[src/rtl/pmsp_pkg.sv]
// ----------------------------------------------------------------------------
// pmsp_pkg
// Shared types and constants for the permission mode string parser.
// ----------------------------------------------------------------------------
package pmsp_pkg;

  // Parse phase of the string being read
  typedef enum logic [2:0] {
    PH_START   = 3'd0,
    PH_OCTAL   = 3'd1,
    PH_WHO     = 3'd2,
    PH_PERM    = 3'd3,
    PH_ERR_OCT = 3'd4,
    PH_ERR_SYM = 3'd5
  } phase_e;

  // Pending operator of a permission group
  typedef enum logic [1:0] {
    OP_SET = 2'd0,
    OP_ADD = 2'd1,
    OP_SUB = 2'd2
  } op_e;

  // Result status codes
  localparam logic [1:0] ST_OK      = 2'd0;
  localparam logic [1:0] ST_BAD_OCT = 2'd1;
  localparam logic [1:0] ST_BAD_SYM = 2'd2;

  // Configuration register indexes
  localparam logic [1:0] CFG_CREATION_MASK = 2'd0;
  localparam logic [1:0] CFG_SUPERUSER     = 2'd1;

  // Mode bit groups
  localparam logic [11:0] ALL_BITS  = 12'o7777;
  localparam logic [11:0] OWN_BITS  = 12'o5700;
  localparam logic [11:0] GRP_BITS  = 12'o3070;
  localparam logic [11:0] OTH_BITS  = 12'o1007;
  localparam logic [11:0] RD_BITS   = 12'o0444;
  localparam logic [11:0] WR_BITS   = 12'o0222;
  localparam logic [11:0] EX_BITS   = 12'o0111;
  localparam logic [11:0] SID_BITS  = 12'o6000;
  localparam logic [11:0] STICKY    = 12'o1000;
  localparam logic [11:0] CMASK_RST = 12'o0022;

  // Characters of the mode grammar
  localparam logic [7:0] CH_0     = 8'h30;
  localparam logic [7:0] CH_7     = 8'h37;
  localparam logic [7:0] CH_R     = 8'h72;
  localparam logic [7:0] CH_W     = 8'h77;
  localparam logic [7:0] CH_X     = 8'h78;
  localparam logic [7:0] CH_S     = 8'h73;
  localparam logic [7:0] CH_T     = 8'h74;
  localparam logic [7:0] CH_U     = 8'h75;
  localparam logic [7:0] CH_G     = 8'h67;
  localparam logic [7:0] CH_O     = 8'h6F;
  localparam logic [7:0] CH_A     = 8'h61;
  localparam logic [7:0] CH_COMMA = 8'h2C;
  localparam logic [7:0] CH_EQ    = 8'h3D;
  localparam logic [7:0] CH_PLUS  = 8'h2B;
  localparam logic [7:0] CH_MINUS = 8'h2D;

  // Input beat
  typedef struct packed {
    logic [7:0]  character;
    logic [11:0] base_mode;
    logic        last;
  } in_t;

  // Result beat
  typedef struct packed {
    logic [11:0] new_mode;
    logic [1:0]  status;
    logic        sticky_warning;
  } out_t;

  // Parser state carried from one character to the next
  typedef struct packed {
    phase_e      phase;
    logic [11:0] who_mask;
    op_e         pending_op;
    logic [11:0] perm_mask;
    logic [11:0] working_mode;
    logic        warning_given;
  } state_t;

endpackage

[src/rtl/pmsp_step.sv]
// ----------------------------------------------------------------------------
// pmsp_step
// Next-state and result logic for one character of the mode string.
// ----------------------------------------------------------------------------
module pmsp_step (
  input  pmsp_pkg::state_t state_i,
  input  pmsp_pkg::in_t    beat_i,
  input  logic [11:0]      creation_mask_i,
  input  logic             superuser_i,
  output pmsp_pkg::state_t state_o,
  output logic             push_o,
  output pmsp_pkg::out_t   result_o
);

  // Apply a permission group to a mode
  function automatic logic [11:0] apply_group(logic [11:0] mode, logic [11:0] who,
                                               logic [11:0] perm, pmsp_pkg::op_e op);
    logic [11:0] sel;
    logic [11:0] res;
    sel = who & perm;
    case (op)
      pmsp_pkg::OP_SUB: res = mode & ~sel;
      pmsp_pkg::OP_ADD: res = mode | sel;
      default:          res = (mode & ~who) | sel;
    endcase
    return res & pmsp_pkg::ALL_BITS;
  endfunction

  // Copy one rwx triple into all three classes
  function automatic logic [11:0] spread(logic [2:0] rwx);
    return {3'b000, rwx, rwx, rwx};
  endfunction

  logic          is_digit;
  logic          is_op;
  pmsp_pkg::op_e op_code;
  logic [2:0]    digit;
  logic          do_sym;
  logic          ok;
  logic [11:0]   res_mode;
  logic [1:0]    res_status;
  logic          warn;
  pmsp_pkg::state_t a_st;
  pmsp_pkg::state_t b_st;

  assign is_digit = (beat_i.character >= pmsp_pkg::CH_0) &&
                    (beat_i.character <= pmsp_pkg::CH_7);
  assign digit    = beat_i.character[2:0];

  // Decode operator characters
  always_comb begin
    is_op   = 1'b1;
    op_code = pmsp_pkg::OP_SET;
    unique case (beat_i.character)
      pmsp_pkg::CH_EQ:    op_code = pmsp_pkg::OP_SET;
      pmsp_pkg::CH_PLUS:  op_code = pmsp_pkg::OP_ADD;
      pmsp_pkg::CH_MINUS: op_code = pmsp_pkg::OP_SUB;
      default:            is_op = 1'b0;
    endcase
  end

  // Start of string and octal digits
  always_comb begin
    a_st   = state_i;
    do_sym = 1'b0;
    case (state_i.phase)
      pmsp_pkg::PH_OCTAL: begin
        if (is_digit) begin
          a_st.working_mode = {state_i.working_mode[8:0], digit};
        end else begin
          a_st.phase = pmsp_pkg::PH_ERR_OCT;
        end
      end
      pmsp_pkg::PH_WHO, pmsp_pkg::PH_PERM: begin
        do_sym = 1'b1;
      end
      pmsp_pkg::PH_ERR_OCT, pmsp_pkg::PH_ERR_SYM: begin
        a_st = state_i;
      end
      default: begin
        a_st.who_mask   = '0;
        a_st.perm_mask  = '0;
        a_st.pending_op = pmsp_pkg::OP_SET;
        if (is_digit) begin
          a_st.working_mode = {9'd0, digit};
          a_st.phase        = pmsp_pkg::PH_OCTAL;
        end else begin
          a_st.working_mode = beat_i.base_mode;
          a_st.phase        = pmsp_pkg::PH_WHO;
          do_sym            = 1'b1;
        end
      end
    endcase
  end

  // Symbolic clause handling
  always_comb begin
    b_st = a_st;
    if (do_sym) begin
      if (a_st.phase == pmsp_pkg::PH_WHO) begin
        case (beat_i.character)
          pmsp_pkg::CH_U: b_st.who_mask = a_st.who_mask | pmsp_pkg::OWN_BITS;
          pmsp_pkg::CH_G: b_st.who_mask = a_st.who_mask | pmsp_pkg::GRP_BITS;
          pmsp_pkg::CH_O: b_st.who_mask = a_st.who_mask | pmsp_pkg::OTH_BITS;
          pmsp_pkg::CH_A: b_st.who_mask = a_st.who_mask | pmsp_pkg::ALL_BITS;
          default: begin
            // no who letter given: fall back to the umask default
            if (a_st.who_mask == '0) begin
              b_st.who_mask = pmsp_pkg::ALL_BITS & ~creation_mask_i;
            end
            if (is_op) begin
              b_st.pending_op = op_code;
              b_st.perm_mask  = '0;
              b_st.phase      = pmsp_pkg::PH_PERM;
            end else begin
              b_st.phase = pmsp_pkg::PH_ERR_SYM;
            end
          end
        endcase
      end else begin
        case (beat_i.character)
          pmsp_pkg::CH_R: b_st.perm_mask = a_st.perm_mask | pmsp_pkg::RD_BITS;
          pmsp_pkg::CH_W: b_st.perm_mask = a_st.perm_mask | pmsp_pkg::WR_BITS;
          pmsp_pkg::CH_X: b_st.perm_mask = a_st.perm_mask | pmsp_pkg::EX_BITS;
          pmsp_pkg::CH_S: b_st.perm_mask = a_st.perm_mask | pmsp_pkg::SID_BITS;
          pmsp_pkg::CH_T: b_st.perm_mask = a_st.perm_mask | pmsp_pkg::STICKY;
          pmsp_pkg::CH_U: begin
            b_st.perm_mask = a_st.perm_mask | spread(a_st.working_mode[8:6]) |
                             (a_st.working_mode[11] ? pmsp_pkg::SID_BITS : 12'd0) |
                             (a_st.working_mode[9] ? pmsp_pkg::STICKY : 12'd0);
          end
          pmsp_pkg::CH_G: b_st.perm_mask = a_st.perm_mask | spread(a_st.working_mode[5:3]);
          pmsp_pkg::CH_O: b_st.perm_mask = a_st.perm_mask | spread(a_st.working_mode[2:0]);
          default: begin
            // close the group, then chain, start a new clause or fail
            b_st.working_mode = apply_group(a_st.working_mode, a_st.who_mask,
                                            a_st.perm_mask, a_st.pending_op);
            if (is_op) begin
              b_st.pending_op = op_code;
              b_st.perm_mask  = '0;
            end else if (beat_i.character == pmsp_pkg::CH_COMMA) begin
              b_st.who_mask = '0;
              b_st.phase    = pmsp_pkg::PH_WHO;
            end else begin
              b_st.phase = pmsp_pkg::PH_ERR_SYM;
            end
          end
        endcase
      end
    end
  end

  // Finish the string on the last character
  always_comb begin
    res_mode   = '0;
    res_status = pmsp_pkg::ST_OK;
    case (b_st.phase)
      pmsp_pkg::PH_OCTAL: res_mode = b_st.working_mode;
      pmsp_pkg::PH_PERM: begin
        res_mode = apply_group(b_st.working_mode, b_st.who_mask,
                               b_st.perm_mask, b_st.pending_op);
      end
      pmsp_pkg::PH_ERR_OCT: res_status = pmsp_pkg::ST_BAD_OCT;
      default:              res_status = pmsp_pkg::ST_BAD_SYM;
    endcase
    ok   = (res_status == pmsp_pkg::ST_OK);
    warn = ok && !b_st.warning_given && !superuser_i && res_mode[9];

    state_o                 = b_st;
    push_o                  = beat_i.last;
    result_o.new_mode       = res_mode;
    result_o.status         = res_status;
    result_o.sticky_warning = warn;
    if (beat_i.last) begin
      state_o.phase         = pmsp_pkg::PH_START;
      state_o.who_mask      = '0;
      state_o.perm_mask     = '0;
      state_o.pending_op    = pmsp_pkg::OP_SET;
      state_o.working_mode  = '0;
      state_o.warning_given = b_st.warning_given | warn;
    end
  end

endmodule

[src/rtl/pmsp_out_buf.sv]
// ----------------------------------------------------------------------------
// pmsp_out_buf
// Two-entry result buffer that parts the input side from output stalls.
// ----------------------------------------------------------------------------
module pmsp_out_buf (
  input  logic           clk_i,
  input  logic           rst_ni,
  input  logic           push_i,
  input  pmsp_pkg::out_t data_i,
  output logic           full_o,
  output logic           out_valid_o,
  input  logic           out_stall_i,
  output pmsp_pkg::out_t out_data_o
);

  pmsp_pkg::out_t buf_q [2];
  logic           wr_ptr_q, wr_ptr_d;
  logic           rd_ptr_q, rd_ptr_d;
  logic [1:0]     count_q, count_d;
  logic           pop;

  assign pop         = out_valid_o && !out_stall_i;
  assign out_valid_o = (count_q != 2'd0);
  assign full_o      = (count_q == 2'd2);
  assign out_data_o  = buf_q[rd_ptr_q];

  // Advance pointers and occupancy
  always_comb begin
    wr_ptr_d = push_i ? ~wr_ptr_q : wr_ptr_q;
    rd_ptr_d = pop ? ~rd_ptr_q : rd_ptr_q;
    count_d  = count_q + {1'b0, push_i} - {1'b0, pop};
  end

  always_ff @(posedge clk_i or negedge rst_ni) begin
    if (!rst_ni) begin
      wr_ptr_q <= 1'b0;
      rd_ptr_q <= 1'b0;
      count_q  <= 2'd0;
    end else begin
      wr_ptr_q <= wr_ptr_d;
      rd_ptr_q <= rd_ptr_d;
      count_q  <= count_d;
    end
  end

  // Store the result beat
  always_ff @(posedge clk_i) begin
    if (push_i) begin
      buf_q[wr_ptr_q] <= data_i;
    end
  end

endmodule

[src/rtl/permission_mode_string_parser.sv]
// ----------------------------------------------------------------------------
// permission_mode_string_parser
// Reads a chmod-style mode string one character per beat and returns the
// new 12-bit mode, a status and a one-time sticky-bit warning.
// ----------------------------------------------------------------------------
//  channel | direction | handshake             | payload
//  in      | input     | in_valid_i/in_stall_o | in_data_i  (character, base_mode, last)
//  out     | output    | out_valid_o/out_stall_i | out_data_o (new_mode, status, warning)
//  cfg     | input     | cfg_valid_i/cfg_ready_o | cfg_index_i, cfg_data_i
//
//  One character is taken per cycle while the input is not stalled; the parser state updates in that cycle.
//  A last character puts its result in the output buffer, visible in the next cycle.
//  The two-entry output buffer stalls the input only when it is full.
//  Reset clears the parse state, the warning flag and loads the default umask.
// ----------------------------------------------------------------------------
module permission_mode_string_parser (
  input  logic           clk_i,
  input  logic           rst_ni,
  input  logic           in_valid_i,
  output logic           in_stall_o,
  input  pmsp_pkg::in_t  in_data_i,
  output logic           out_valid_o,
  input  logic           out_stall_i,
  output pmsp_pkg::out_t out_data_o,
  input  logic           cfg_valid_i,
  output logic           cfg_ready_o,
  input  logic [1:0]     cfg_index_i,
  input  logic [11:0]    cfg_data_i
);

  pmsp_pkg::state_t state_q, state_d;
  pmsp_pkg::out_t   result;
  logic             push_req;
  logic             buf_full;
  logic             in_acc;
  logic [11:0]      cmask_q;
  logic             super_q;

  assign cfg_ready_o = 1'b1;
  assign in_stall_o  = buf_full;
  assign in_acc      = in_valid_i && !in_stall_o;

  pmsp_step u_step (
    .state_i         (state_q),
    .beat_i          (in_data_i),
    .creation_mask_i (cmask_q),
    .superuser_i     (super_q),
    .state_o         (state_d),
    .push_o          (push_req),
    .result_o        (result)
  );

  pmsp_out_buf u_out_buf (
    .clk_i       (clk_i),
    .rst_ni      (rst_ni),
    .push_i      (in_acc && push_req),
    .data_i      (result),
    .full_o      (buf_full),
    .out_valid_o (out_valid_o),
    .out_stall_i (out_stall_i),
    .out_data_o  (out_data_o)
  );

  // Hold parse state, advance on each accepted beat
  always_ff @(posedge clk_i or negedge rst_ni) begin
    if (!rst_ni) begin
      state_q <= '{phase: pmsp_pkg::PH_START, who_mask: '0, pending_op: pmsp_pkg::OP_SET,
                   perm_mask: '0, working_mode: '0, warning_given: 1'b0};
    end else if (in_acc) begin
      state_q <= state_d;
    end
  end

  // Configuration registers
  always_ff @(posedge clk_i or negedge rst_ni) begin
    if (!rst_ni) begin
      cmask_q <= pmsp_pkg::CMASK_RST;
      super_q <= 1'b0;
    end else if (cfg_valid_i && cfg_ready_o) begin
      unique case (cfg_index_i)
        pmsp_pkg::CFG_CREATION_MASK: cmask_q <= cfg_data_i;
        pmsp_pkg::CFG_SUPERUSER:     super_q <= cfg_data_i[0];
        default: ;
      endcase
    end
  end

`ifndef SYNTH
  a_last_gives_result: assert property (@(posedge clk_i) disable iff (!rst_ni)
    (in_valid_i && !in_stall_o && in_data_i.last) |=> out_valid_o)
    else $error("last beat produced no result");

  a_warning_sticks: assert property (@(posedge clk_i) disable iff (!rst_ni)
    state_q.warning_given |=> state_q.warning_given)
    else $error("warning flag cleared without reset");

  a_error_clean: assert property (@(posedge clk_i) disable iff (!rst_ni)
    (out_valid_o && out_data_o.status != pmsp_pkg::ST_OK) |->
      (out_data_o.new_mode == 12'd0 && !out_data_o.sticky_warning))
    else $error("error result carries mode or warning");

  a_warn_has_sticky: assert property (@(posedge clk_i) disable iff (!rst_ni)
    (out_valid_o && out_data_o.sticky_warning) |-> out_data_o.new_mode[9])
    else $error("warning without sticky bit");
`endif

endmodule
[config.mk]
export PLATFORM = sky130hd
export DESIGN_NAME = permission_mode_string_parser
export DESIGN_NICKNAME = d
export VERILOG_FILES = /design/src/rtl/pmsp_pkg.sv /design/src/rtl/pmsp_step.sv /design/src/rtl/pmsp_out_buf.sv /design/src/rtl/permission_mode_string_parser.sv
export SDC_FILE = /design/constraint.sdc
export NUM_CORES = 1
export LEC_CHECK = 0
export ABC_AREA = 1
export BUFFER_PORTS_ARGS = -buffer_cell sky130_fd_sc_hd__buf_2
export CAP_MARGIN = 20
export CORE_MARGIN = 2
export CORE_UTILIZATION = 58
export CTS_CLUSTER_DIAMETER = 120
export DETAILED_ROUTE_END_ITERATION = 10
export PLACE_DENSITY = 0.78
export SLEW_MARGIN = 30
export SYNTH_ARGS = -nofsm -noshare
export SYNTH_HDL_FRONTEND = slang
export SYNTH_SLANG_ARGS = --single-unit
[constraint.sdc]
create_clock -name clk_i -period 4.6 [get_ports clk_i]
set_clock_uncertainty 0.15 [all_clocks]
set_input_delay 0.23 -clock clk_i [delete_from_list [all_inputs] [get_ports clk_i]]
set_output_delay 0.23 -clock clk_i [all_outputs]
set_load 0.02 [all_outputs]
==> flow_results.xml, run 1 <==
<?xml version="1.0" encoding="UTF-8"?>
<metrics>
  <group name="cells_and_area">
    <metric name="drive_gt1_share" unit="%">15.7</metric>
    <metric name="layout.cell_area.non_filler" unit="mm²">0.00672</metric>
    <metric name="area_delta_synth_final" unit="%">11.4</metric>
    <metric name="design.final.nets" unit="">962</metric>
    <metric name="finalNonFillerCells" unit="">1058</metric>
    <metric name="insertedDiodeCount" unit="">0</metric>
  </group>
  <group name="pwr">
    <metric name="p_per_area" unit="mW/mm²">691</metric>
    <metric name="switchingPower" unit="mW">2.59</metric>
    <metric name="post-layout-total-power" unit="mW">4.64</metric>
    <metric name="p_sw_share" unit="%">55.9</metric>
    <metric name="peakVddDrop" unit="µV">441</metric>
    <metric name="leak_pwr" unit="nW">3.32</metric>
    <metric name="share_seq_of_total_power" unit="%">26.4</metric>
    <metric name="p_int" unit="mW">2.05</metric>
    <metric name="comb_power_share" unit="%">63.1</metric>
    <metric name="clock_power_share" unit="%">10.5</metric>
  </group>
  <group name="die">
    <metric name="chipWidth" unit="µm">106</metric>
    <metric name="core_area" unit="mm²">0.0102</metric>
    <metric name="die_height" unit="µm">106</metric>
    <metric name="boundaryPins" unit="">58</metric>
    <metric name="starting_density_of_the_core" unit="%">59.0</metric>
    <metric name="row_count" unit="">37</metric>
    <metric name="die-area" unit="mm²">0.0112</metric>
  </group>
  <group name="synth">
    <metric name="synthesis.area" unit="mm²">0.00603</metric>
    <metric name="compound_gate_portion_of_the_synthesized_area" unit="%">14.4</metric>
    <metric name="synth_cell_types" unit="">51</metric>
    <metric name="number_of_nets_produced_by_synthesis" unit="">899</metric>
    <metric name="ys_ff_latch" unit="">89</metric>
    <metric name="async_flop_share" unit="%">66.3</metric>
    <metric name="post_synth_and_or_nand_nor_area_fraction" unit="%">33.5</metric>
    <metric name="synth.yosys.seq_area_share" unit="%">39.5</metric>
    <metric name="mux_cell_area_share_after_synthesis" unit="%">1.87</metric>
    <metric name="synthCells" unit="">854</metric>
    <metric name="post_synth_fa_ha_maj_area_fraction" unit="%">1.04</metric>
    <metric name="most_frequently_used_flop_master_after_synthesis" unit="">sky130_fd_sc_hd__dfrtp_1</metric>
    <metric name="synth_area_per_cell" unit="µm²">7.06</metric>
    <metric name="ys_warn_count" unit="">0</metric>
    <metric name="synth_enable_flop_cells" unit="">30</metric>
    <metric name="largest_family_of_logic_cells_by_synthesized_area" unit="">simple AND/OR/NAND/NOR gates</metric>
    <metric name="post_synthesis_share_of_cell_area_spent_on_xor_and_xnor_gates" unit="%">0.581</metric>
  </group>
  <group name="sta">
    <metric name="slew_viol_final" unit="">0</metric>
    <metric name="final_min_period_over_clock_period" unit="%">83.5</metric>
    <metric name="final_period_demand_of_the_worst_path" unit="ns">3.84</metric>
    <metric name="timing.slew.headroom" unit="%">46.7</metric>
    <metric name="setup_viol_count_final" unit="">0</metric>
    <metric name="fmaxAchievable" unit="GHz">0.260</metric>
    <metric name="hold_violations" unit="">0</metric>
    <metric name="grt_setup_unrepaired" unit="">no</metric>
    <metric name="tightest_slew" unit="ns">0.797</metric>
    <metric name="finalHoldWorstSlack" unit="ns">0.0321</metric>
    <metric name="setup_total_negative_slack" unit="ns">0</metric>
  </group>
  <group name="setup_path">
    <metric name="worst-endpoint-arrival" unit="ns">3.92</metric>
    <metric name="worstRegToRegCells" unit="">16</metric>
    <metric name="critPathSlowestCell" unit="">sky130_fd_sc_hd__nand2_1</metric>
    <metric name="setup_crit_end_kind" unit="">flip-flop</metric>
    <metric name="worst_setup_path_startpoint" unit="">state_q[40]$_DFFE_PN0P_</metric>
    <metric name="critPathRequiredTime" unit="ns">4.68</metric>
    <metric name="r2r-end" unit="">u_out_buf.buf_q[0][0]$_DFFE_PP_</metric>
    <metric name="crit_path_cell_trace" unit="">inv_2 -&gt; ha_1 -&gt; nand2_1 -&gt; nand2_1 -&gt; nand2_2 -&gt; clkinv_1 -&gt; nand3_2 -&gt; inv_2 -&gt; o21ai_4 -&gt; nor2_1 -&gt; a21oi_4 -&gt; nand2_4 -&gt; nor2_2 -&gt; nand2_1 -&gt; nand2_2 -&gt; and2_1</metric>
    <metric name="timing.critical_path.to" unit="">u_out_buf.buf_q[0][0]$_DFFE_PP_</metric>
    <metric name="worst_flop_to_flop_path_startpoint" unit="">state_q[40]$_DFFE_PN0P_</metric>
    <metric name="path_class" unit="">reg2reg</metric>
    <metric name="regToRegSetupSlack" unit="ns">0.76</metric>
    <metric name="crit_path_max_incr_delay" unit="ns">0.61</metric>
    <metric name="timing.critical_path.fanout_max" unit="">24</metric>
    <metric name="timing.critical_path.from_type" unit="">flip-flop</metric>
    <metric name="cp_common_cell" unit="">sky130_fd_sc_hd__nand2_1</metric>
  </group>
  <group name="placement">
    <metric name="gp_congestion" unit="">1.07</metric>
    <metric name="detailed_place.area" unit="mm²">0.00640</metric>
    <metric name="port-buffer-count" unit="">56</metric>
    <metric name="dpl.cell_count" unit="">1027</metric>
    <metric name="hpwl" unit="mm">15.0</metric>
  </group>
  <group name="clock_tree">
    <metric name="cts_num_sinks" unit="">89</metric>
    <metric name="num_cts_buffers" unit="">9</metric>
    <metric name="hold_buffers" unit="">15</metric>
    <metric name="clock_latency" unit="ns">0.37</metric>
    <metric name="clk_pin_slew_worst_paths" unit="ns">0.08</metric>
    <metric name="cts.repair.resized" unit="">0</metric>
    <metric name="tritoncts" unit="">done</metric>
    <metric name="cts.htree.levels" unit="">3</metric>
    <metric name="post_cts_setup_bufs" unit="">0</metric>
    <metric name="clockRootBuffer" unit="">sky130_fd_sc_hd__clkbuf_8</metric>
    <metric name="clk_path_buf_depth" unit="">2</metric>
  </group>
  <group name="drt">
    <metric name="antenna_left" unit="">0</metric>
    <metric name="drc_marker_count_from_the_first_detailed_route_iteration" unit="">682</metric>
    <metric name="dr_wl_met2" unit="mm">8.96</metric>
    <metric name="via_total_after_detailed_routing" unit="">6157</metric>
    <metric name="wl_met1" unit="mm">7.90</metric>
    <metric name="number_of_vias_per_cell" unit="">5.82</metric>
    <metric name="drt_pass1_iterations" unit="">5</metric>
    <metric name="routed-wl-met3" unit="mm">1.86</metric>
    <metric name="top_layer" unit="">met4</metric>
    <metric name="drcViolationCount" unit="">0</metric>
    <metric name="route.final.wire_length" unit="mm">19.7</metric>
    <metric name="avgRoutedWirePerCell" unit="µm">18.6</metric>
  </group>
  <group name="grt">
    <metric name="grt_pass1_wl" unit="mm">31.1</metric>
    <metric name="globalRouteTotalUtil" unit="%">36.6</metric>
    <metric name="antenna_found_initial" unit="">0</metric>
    <metric name="globalRoute.totalOverflow" unit="">0</metric>
    <metric name="grt_pass1_vias" unit="">5909</metric>
    <metric name="grt_max_degree" unit="">57</metric>
  </group>
  <group name="job">
    <metric name="drv_cap" unit="">0</metric>
  </group>
  <group name="worst_hold_path">
    <metric name="min_path_type" unit="">in2async</metric>
  </group>
  <group name="run_status">
    <metric name="outcome" unit="">completed</metric>
  </group>
</metrics>
## metrics by stage
step / setup WS (ns) / util [%]
2_1_floorplan: 1.90 / -
3_3_place_gp: 0.936 / 62.5
3_5_place_dp: 0.845 / 62.6
4_1_cts: 0.821 / 65.7
5_1_grt: 0.468 / 65.7
6_report: 0.757 / 65.7
## sequential cells by signal (all words and copies together) (netlist names)
| register | flops |
|---|---|
| state_q | 42 |
| u_out_buf.buf_q | 30 |
| cmask_q | 12 |
| u_out_buf.count_q | 2 |
| super_q | 1 |
| u_out_buf.rd_ptr_q | 1 |
| u_out_buf.wr_ptr_q | 1 |
## layout by cell type (no fill, tap or decap), drive strengths merged, types with 2 or more instances in the layout
master,n
nand3,53
nand2,297
dfstp,2
a31oi,5
nor2,90
a22o,3
ha,5
inv,109
a21boi,2
o21ai,77
nand4,9
edfxtp,30
xor2,3
clkbuf,13
mux2,10
dlygate4sd3,15
clkinv,5
o31ai,5
a21oi,25
dfrtp,57
o22ai,13
nor3,10
o21a,2
buf,62
o211ai,8
## synthesized netlist by cell type (all sizes together) (5+ instances only)
| cell | count | area share (%) |
|---|---|---|
| nand2 | 297 | 20 |
| o211ai | 8 | 1.0 |
| clkbuf | 15 | 0.93 |
| dfrtp | 57 | 24 |
| nor2 | 90 | 6.9 |
| nand4 | 9 | 0.93 |
| o21ai | 77 | 6.6 |
| o31ai | 5 | 0.62 |
| ha | 5 | 1.0 |
| edfxtp | 30 | 15 |
| nand3 | 53 | 4.8 |
| mux2 | 10 | 1.9 |
| inv | 109 | 6.8 |
| nor3 | 10 | 0.83 |
| a31oi | 5 | 0.52 |
| a21oi | 25 | 2.4 |
| buf | 10 | 1.2 |
| o22ai | 13 | 1.3 |
## power groups by stage
stage          sequential (mW)  clock (mW)  combinational, mW
4_1_cts                   1.22       0.491               2.84
2_1_floorplan             1.16           0               2.02
5_1_grt                   1.24       0.524               3.18
3_5_place_dp              1.23           0               2.81
6_report                  1.22       0.488               2.93
3_3_place_gp              1.22           0               2.77
## worst min-delay path by stage
stage | from | slack (ns) | endpoint | cells after the start
after detailed placement | rst_ni | -0.11 | u_out_buf.count_q[1]$_DFF_PN0_ | 1
after global placement | rst_ni | -0.12 | u_out_buf.count_q[1]$_DFF_PN0_ | 1
final | rst_ni | 0.03 | u_out_buf.count_q[1]$_DFF_PN0_ | 2
after CTS | rst_ni | 0.02 | u_out_buf.count_q[1]$_DFF_PN0_ | 2
after global routing | rst_ni | 0.05 | u_out_buf.count_q[1]$_DFF_PN0_ | 2
after floorplan | rst_ni | -0.22 | cmask_q[0]$_DFFE_PN0P_ | 0
## critical path: cells and delay by family (launching register included)
kind | cells | cell delay (ns)
flops | 1 | 0.37
buf+inv | 3 | 0.25
compound gates | 2 | 0.43
fa+ha+maj | 1 | 0.33
simple gates | 10 | 2.15
## cell families (layout without fill, tap and decap cells)
kind of cell | Yosys count | in the layout
adder cells (fa/ha/maj) | 5 | 5
XOR/XNOR | 4 | 4
flip-flops | 89 | 89
AO/OA/AOI/OAI | 146 | 146
buffers and inverters | 137 | 205
other | 1 | 1
AND/OR/NAND/NOR | 462 | 462
multiplexers | 10 | 10
## per-layer routing
layer	global-route usage [%]	vias up
met4	18.5	0
met2	58.6	390
met5	0	-
li1	-	2895
met3	6.01	69
met1	48.2	2803
## cell type report
class	count	area, µm²
repair buffers	77	475
multi-input cells	628	3110
clock buffers	13	149
well taps	136	170
fillers	885	3510
clock inverters	3	17.5
inverters	112	422
flip-flops and latches	89	2380
(Power assumes the default switching activity.)
==> run 2, diff against run 1 <==
--- a/config.mk
+++ b/config.mk
@@ -9,10 +9,10 @@
 export BUFFER_PORTS_ARGS = -buffer_cell sky130_fd_sc_hd__buf_2
 export CAP_MARGIN = 20
 export CORE_MARGIN = 2
-export CORE_UTILIZATION = 58
+export CORE_UTILIZATION = 54
 export CTS_CLUSTER_DIAMETER = 120
 export DETAILED_ROUTE_END_ITERATION = 10
-export PLACE_DENSITY = 0.78
+export PLACE_DENSITY = 0.77
 export SLEW_MARGIN = 30
 export SYNTH_ARGS = -nofsm -noshare
 export SYNTH_HDL_FRONTEND = slang
==> constraint.sdc (replaced) <==
create_clock -name clk_i -period 3.1 [get_ports clk_i]
set_clock_uncertainty 0.15 [all_clocks]
set_input_delay 0.155 -clock clk_i [delete_from_list [all_inputs] [get_ports clk_i]]
set_output_delay 0.155 -clock clk_i [all_outputs]
set_load 0.02 [all_outputs]
==> run 2 against run 1 <==
Final area up 7.2%. Combinational power up 78%. Non-clock buffer count up 50. Power up 68%. Global-route usage down 3.4 points. Clock power up 51%. Sequential share of layout area down 2.4 points.
==> flow_results.xml, run 2 (same netlist as run 1, synthesis figures left out) <==
<?xml version="1.0" encoding="UTF-8"?>
<metrics>
  <group name="run_status">
    <metric name="outcome" unit="">completed</metric>
  </group>
  <group name="cells_and_area">
    <metric name="reg.largest.list" unit="">state_q (42), u_out_buf.buf_q (30), cmask_q (12)</metric>
    <metric name="multi_input_area" unit="mm²">0.00318</metric>
    <metric name="flip_flop_count_of_the_largest_register_all_copies_and_words_added" unit="">42</metric>
    <metric name="insertedDiodeCount" unit="">0</metric>
    <metric name="area_delta_synth_final" unit="%">19.4</metric>
    <metric name="final_common_cell" unit="">sky130_fd_sc_hd__nand2_1</metric>
    <metric name="layout_common_cells" unit="">sky130_fd_sc_hd__nand2_1, sky130_fd_sc_hd__inv_1, sky130_fd_sc_hd__o21ai_0, sky130_fd_sc_hd__nor2_1, sky130_fd_sc_hd__dfrtp_1</metric>
    <metric name="drive_gt1_share" unit="%">21.4</metric>
    <metric name="fill_cells" unit="">989</metric>
    <metric name="seqCellArea" unit="mm²">0.00238</metric>
    <metric name="design.final.nets" unit="">1012</metric>
    <metric name="largest_register" unit="">state_q</metric>
  </group>
  <group name="drt">
    <metric name="via_total_after_detailed_routing" unit="">6133</metric>
    <metric name="avgRoutedWirePerCell" unit="µm">17.2</metric>
    <metric name="antenna_left" unit="">0</metric>
    <metric name="drc_marker_count_from_the_first_detailed_route_iteration" unit="">594</metric>
    <metric name="drt_pass1_iterations" unit="">5</metric>
    <metric name="drcViolationCount" unit="">0</metric>
    <metric name="number_of_vias_per_cell" unit="">5.52</metric>
    <metric name="route.final.wire_length" unit="mm">19.1</metric>
  </group>
  <group name="grt">
    <metric name="grt_max_degree" unit="">41</metric>
    <metric name="globalRouteTotalUtil" unit="%">33.2</metric>
    <metric name="globalRoute.totalOverflow" unit="">0</metric>
    <metric name="grt_pass1_wl" unit="mm">29.5</metric>
    <metric name="antenna_found_initial" unit="">0</metric>
    <metric name="grt_pass1_vias" unit="">5608</metric>
  </group>
  <group name="clock_tree">
    <metric name="clk_pin_slew_worst_paths" unit="ns">0.10</metric>
    <metric name="clock_latency" unit="ns">0.38</metric>
    <metric name="clockRootBuffer" unit="">sky130_fd_sc_hd__clkbuf_8</metric>
    <metric name="clk_path_buf_depth" unit="">2</metric>
    <metric name="cts_num_sinks" unit="">89</metric>
    <metric name="num_cts_buffers" unit="">9</metric>
    <metric name="cts.htree.levels" unit="">3</metric>
    <metric name="tritoncts" unit="">done</metric>
  </group>
  <group name="job">
    <metric name="drv_cap" unit="">0</metric>
  </group>
  <group name="die">
    <metric name="die-area" unit="mm²">0.0120</metric>
    <metric name="starting_density_of_the_core" unit="%">55.4</metric>
    <metric name="core_area" unit="mm²">0.0109</metric>
    <metric name="boundaryPins" unit="">58</metric>
    <metric name="chipWidth" unit="µm">110</metric>
    <metric name="row_count" unit="">38</metric>
    <metric name="die_height" unit="µm">110</metric>
  </group>
  <group name="setup_path">
    <metric name="crit_path_cell_trace" unit="">inv_2 -&gt; nand3_4 -&gt; inv_2 -&gt; nand2_1 -&gt; nand2_2 -&gt; clkinv_1 -&gt; nand3_4 -&gt; inv_2 -&gt; o21ai_4 -&gt; buf_4 -&gt; inv_2 -&gt; nor2_2 -&gt; nor2_1 -&gt; inv_1 -&gt; nand2_1 -&gt; o21ai_0 -&gt; inv_1</metric>
    <metric name="worst-endpoint-arrival" unit="ns">2.99</metric>
    <metric name="cp_common_cell" unit="">sky130_fd_sc_hd__inv_2</metric>
    <metric name="timing.critical_path.from_type" unit="">flip-flop</metric>
    <metric name="setup_crit_end_kind" unit="">flip-flop</metric>
    <metric name="critPathSlowestCell" unit="">sky130_fd_sc_hd__dfrtp_1</metric>
    <metric name="crit_path_max_incr_delay" unit="ns">0.45</metric>
    <metric name="critPathRequiredTime" unit="ns">3.06</metric>
    <metric name="path_class" unit="">reg2reg</metric>
    <metric name="timing.critical_path.fanout_max" unit="">10</metric>
  </group>
  <group name="sta">
    <metric name="finalHoldWorstSlack" unit="ns">0.0104</metric>
    <metric name="timing.slew.headroom" unit="%">48.5</metric>
    <metric name="setup_viol_count_final" unit="">0</metric>
    <metric name="setup_total_negative_slack" unit="ns">0</metric>
    <metric name="tightest_slew" unit="ns">0.772</metric>
    <metric name="fmaxAchievable" unit="GHz">0.331</metric>
    <metric name="slew_viol_final" unit="">0</metric>
    <metric name="final_period_demand_of_the_worst_path" unit="ns">3.02</metric>
    <metric name="hold_violations" unit="">0</metric>
    <metric name="final_min_period_over_clock_period" unit="%">97.5</metric>
  </group>
  <group name="pwr">
    <metric name="peakVddDrop" unit="µV">578</metric>
    <metric name="p_per_area" unit="mW/mm²">1080</metric>
    <metric name="leak_pwr" unit="nW">3.58</metric>
    <metric name="post-layout-total-power" unit="mW">7.78</metric>
  </group>
  <group name="worst_hold_path">
    <metric name="min_path_type" unit="">in2reg</metric>
  </group>
  <group name="placement">
    <metric name="port-buffer-count" unit="">56</metric>
    <metric name="gp_congestion" unit="">0.993</metric>
    <metric name="hpwl" unit="mm">14.5</metric>
  </group>
</metrics>
## run 2: cell count changes in the layout (fill, tap and decap cells not counted), sizes merged
cell / change
buf: +50
clkbuf: -3
clkinv: +2
clkinvlp: +1
## run 2: cell type report
cell class	instances	share of cell area [%]
clock inverters	6	0.608
inverters	112	5.91
repair buffers	127	12.1
clock buffers	10	1.77
flip-flops and latches	89	33.0
multi-input cells	628	44.2
well taps	140	2.43
## run 2: through the flow
stage	worst slack, ns	cells	utilization [%]	cell area (µm²)
6_report	0.0768	1112	66.2	7200
5_1_grt	-0.0758	1112	66.2	7200
4_1_cts	0.00107	1102	64.7	7040
3_5_place_dp	-0.0573	1071	61.7	6720
3_3_place_gp	-0.0328	1071	61.7	6720
2_1_floorplan	0.400	854	-	6030
## run 2: worst paths after layout
check / startpoint / end / slack (ns) / cells after the start
setup reg to reg: state_q[41]$_DFFE_PN0P_ / u_out_buf.buf_q[1][2]$_DFFE_PP_ / 0.08 / 17
hold / removal: in_data_i[0] / u_out_buf.wr_ptr_q$_DFFE_PN0P_ / 0.01 / 4
max in group asynchronous: rst_ni / state_q[36]$_DFFE_PN0P_ / 2.01 / 3
min in group asynchronous: rst_ni / u_out_buf.rd_ptr_q$_DFFE_PN0P_ / 0.19 / 2
setup / recovery: state_q[41]$_DFFE_PN0P_ / u_out_buf.buf_q[1][2]$_DFFE_PP_ / 0.08 / 17
hold reg to reg: state_q[0]$_DFFE_PN0P_ / state_q[0]$_DFFE_PN0P_ / 0.34 / 2
## run 2: what timing repair did
item	in CTS	in global routing
pin swaps	0	4
endpoints found under the setup margin	8	29
gates resized for setup	2	23
hold endpoints to repair	50	0
hold buffers	15	0
buffers inserted	0	10
## run 2: report_power, final
group / switching (mW) / internal [mW]
sequential: 0.222 / 1.59
clock: 0.442 / 0.295
combinational: 3.44 / 1.80
## run 2: layer usage
metal | vias to the layer above | global-route usage [%] | routed length, µm
li1 | 3000 | - | -
met2 | 313 | 52.2 | 8620
met4 | 0 | 13.4 | 657
met3 | 51 | 7.11 | 1770
met5 | - | 0 | 0
met1 | 2769 | 44.7 | 8070
## run 2: worst max-delay path, delay by kind of cell (launching register included)
kind	cells	cell delay, ns
buffers and inverters	8	0.81
AND/OR/NAND/NOR	7	0.95
flip-flops	1	0.45
AO/OA/AOI/OAI	2	0.40
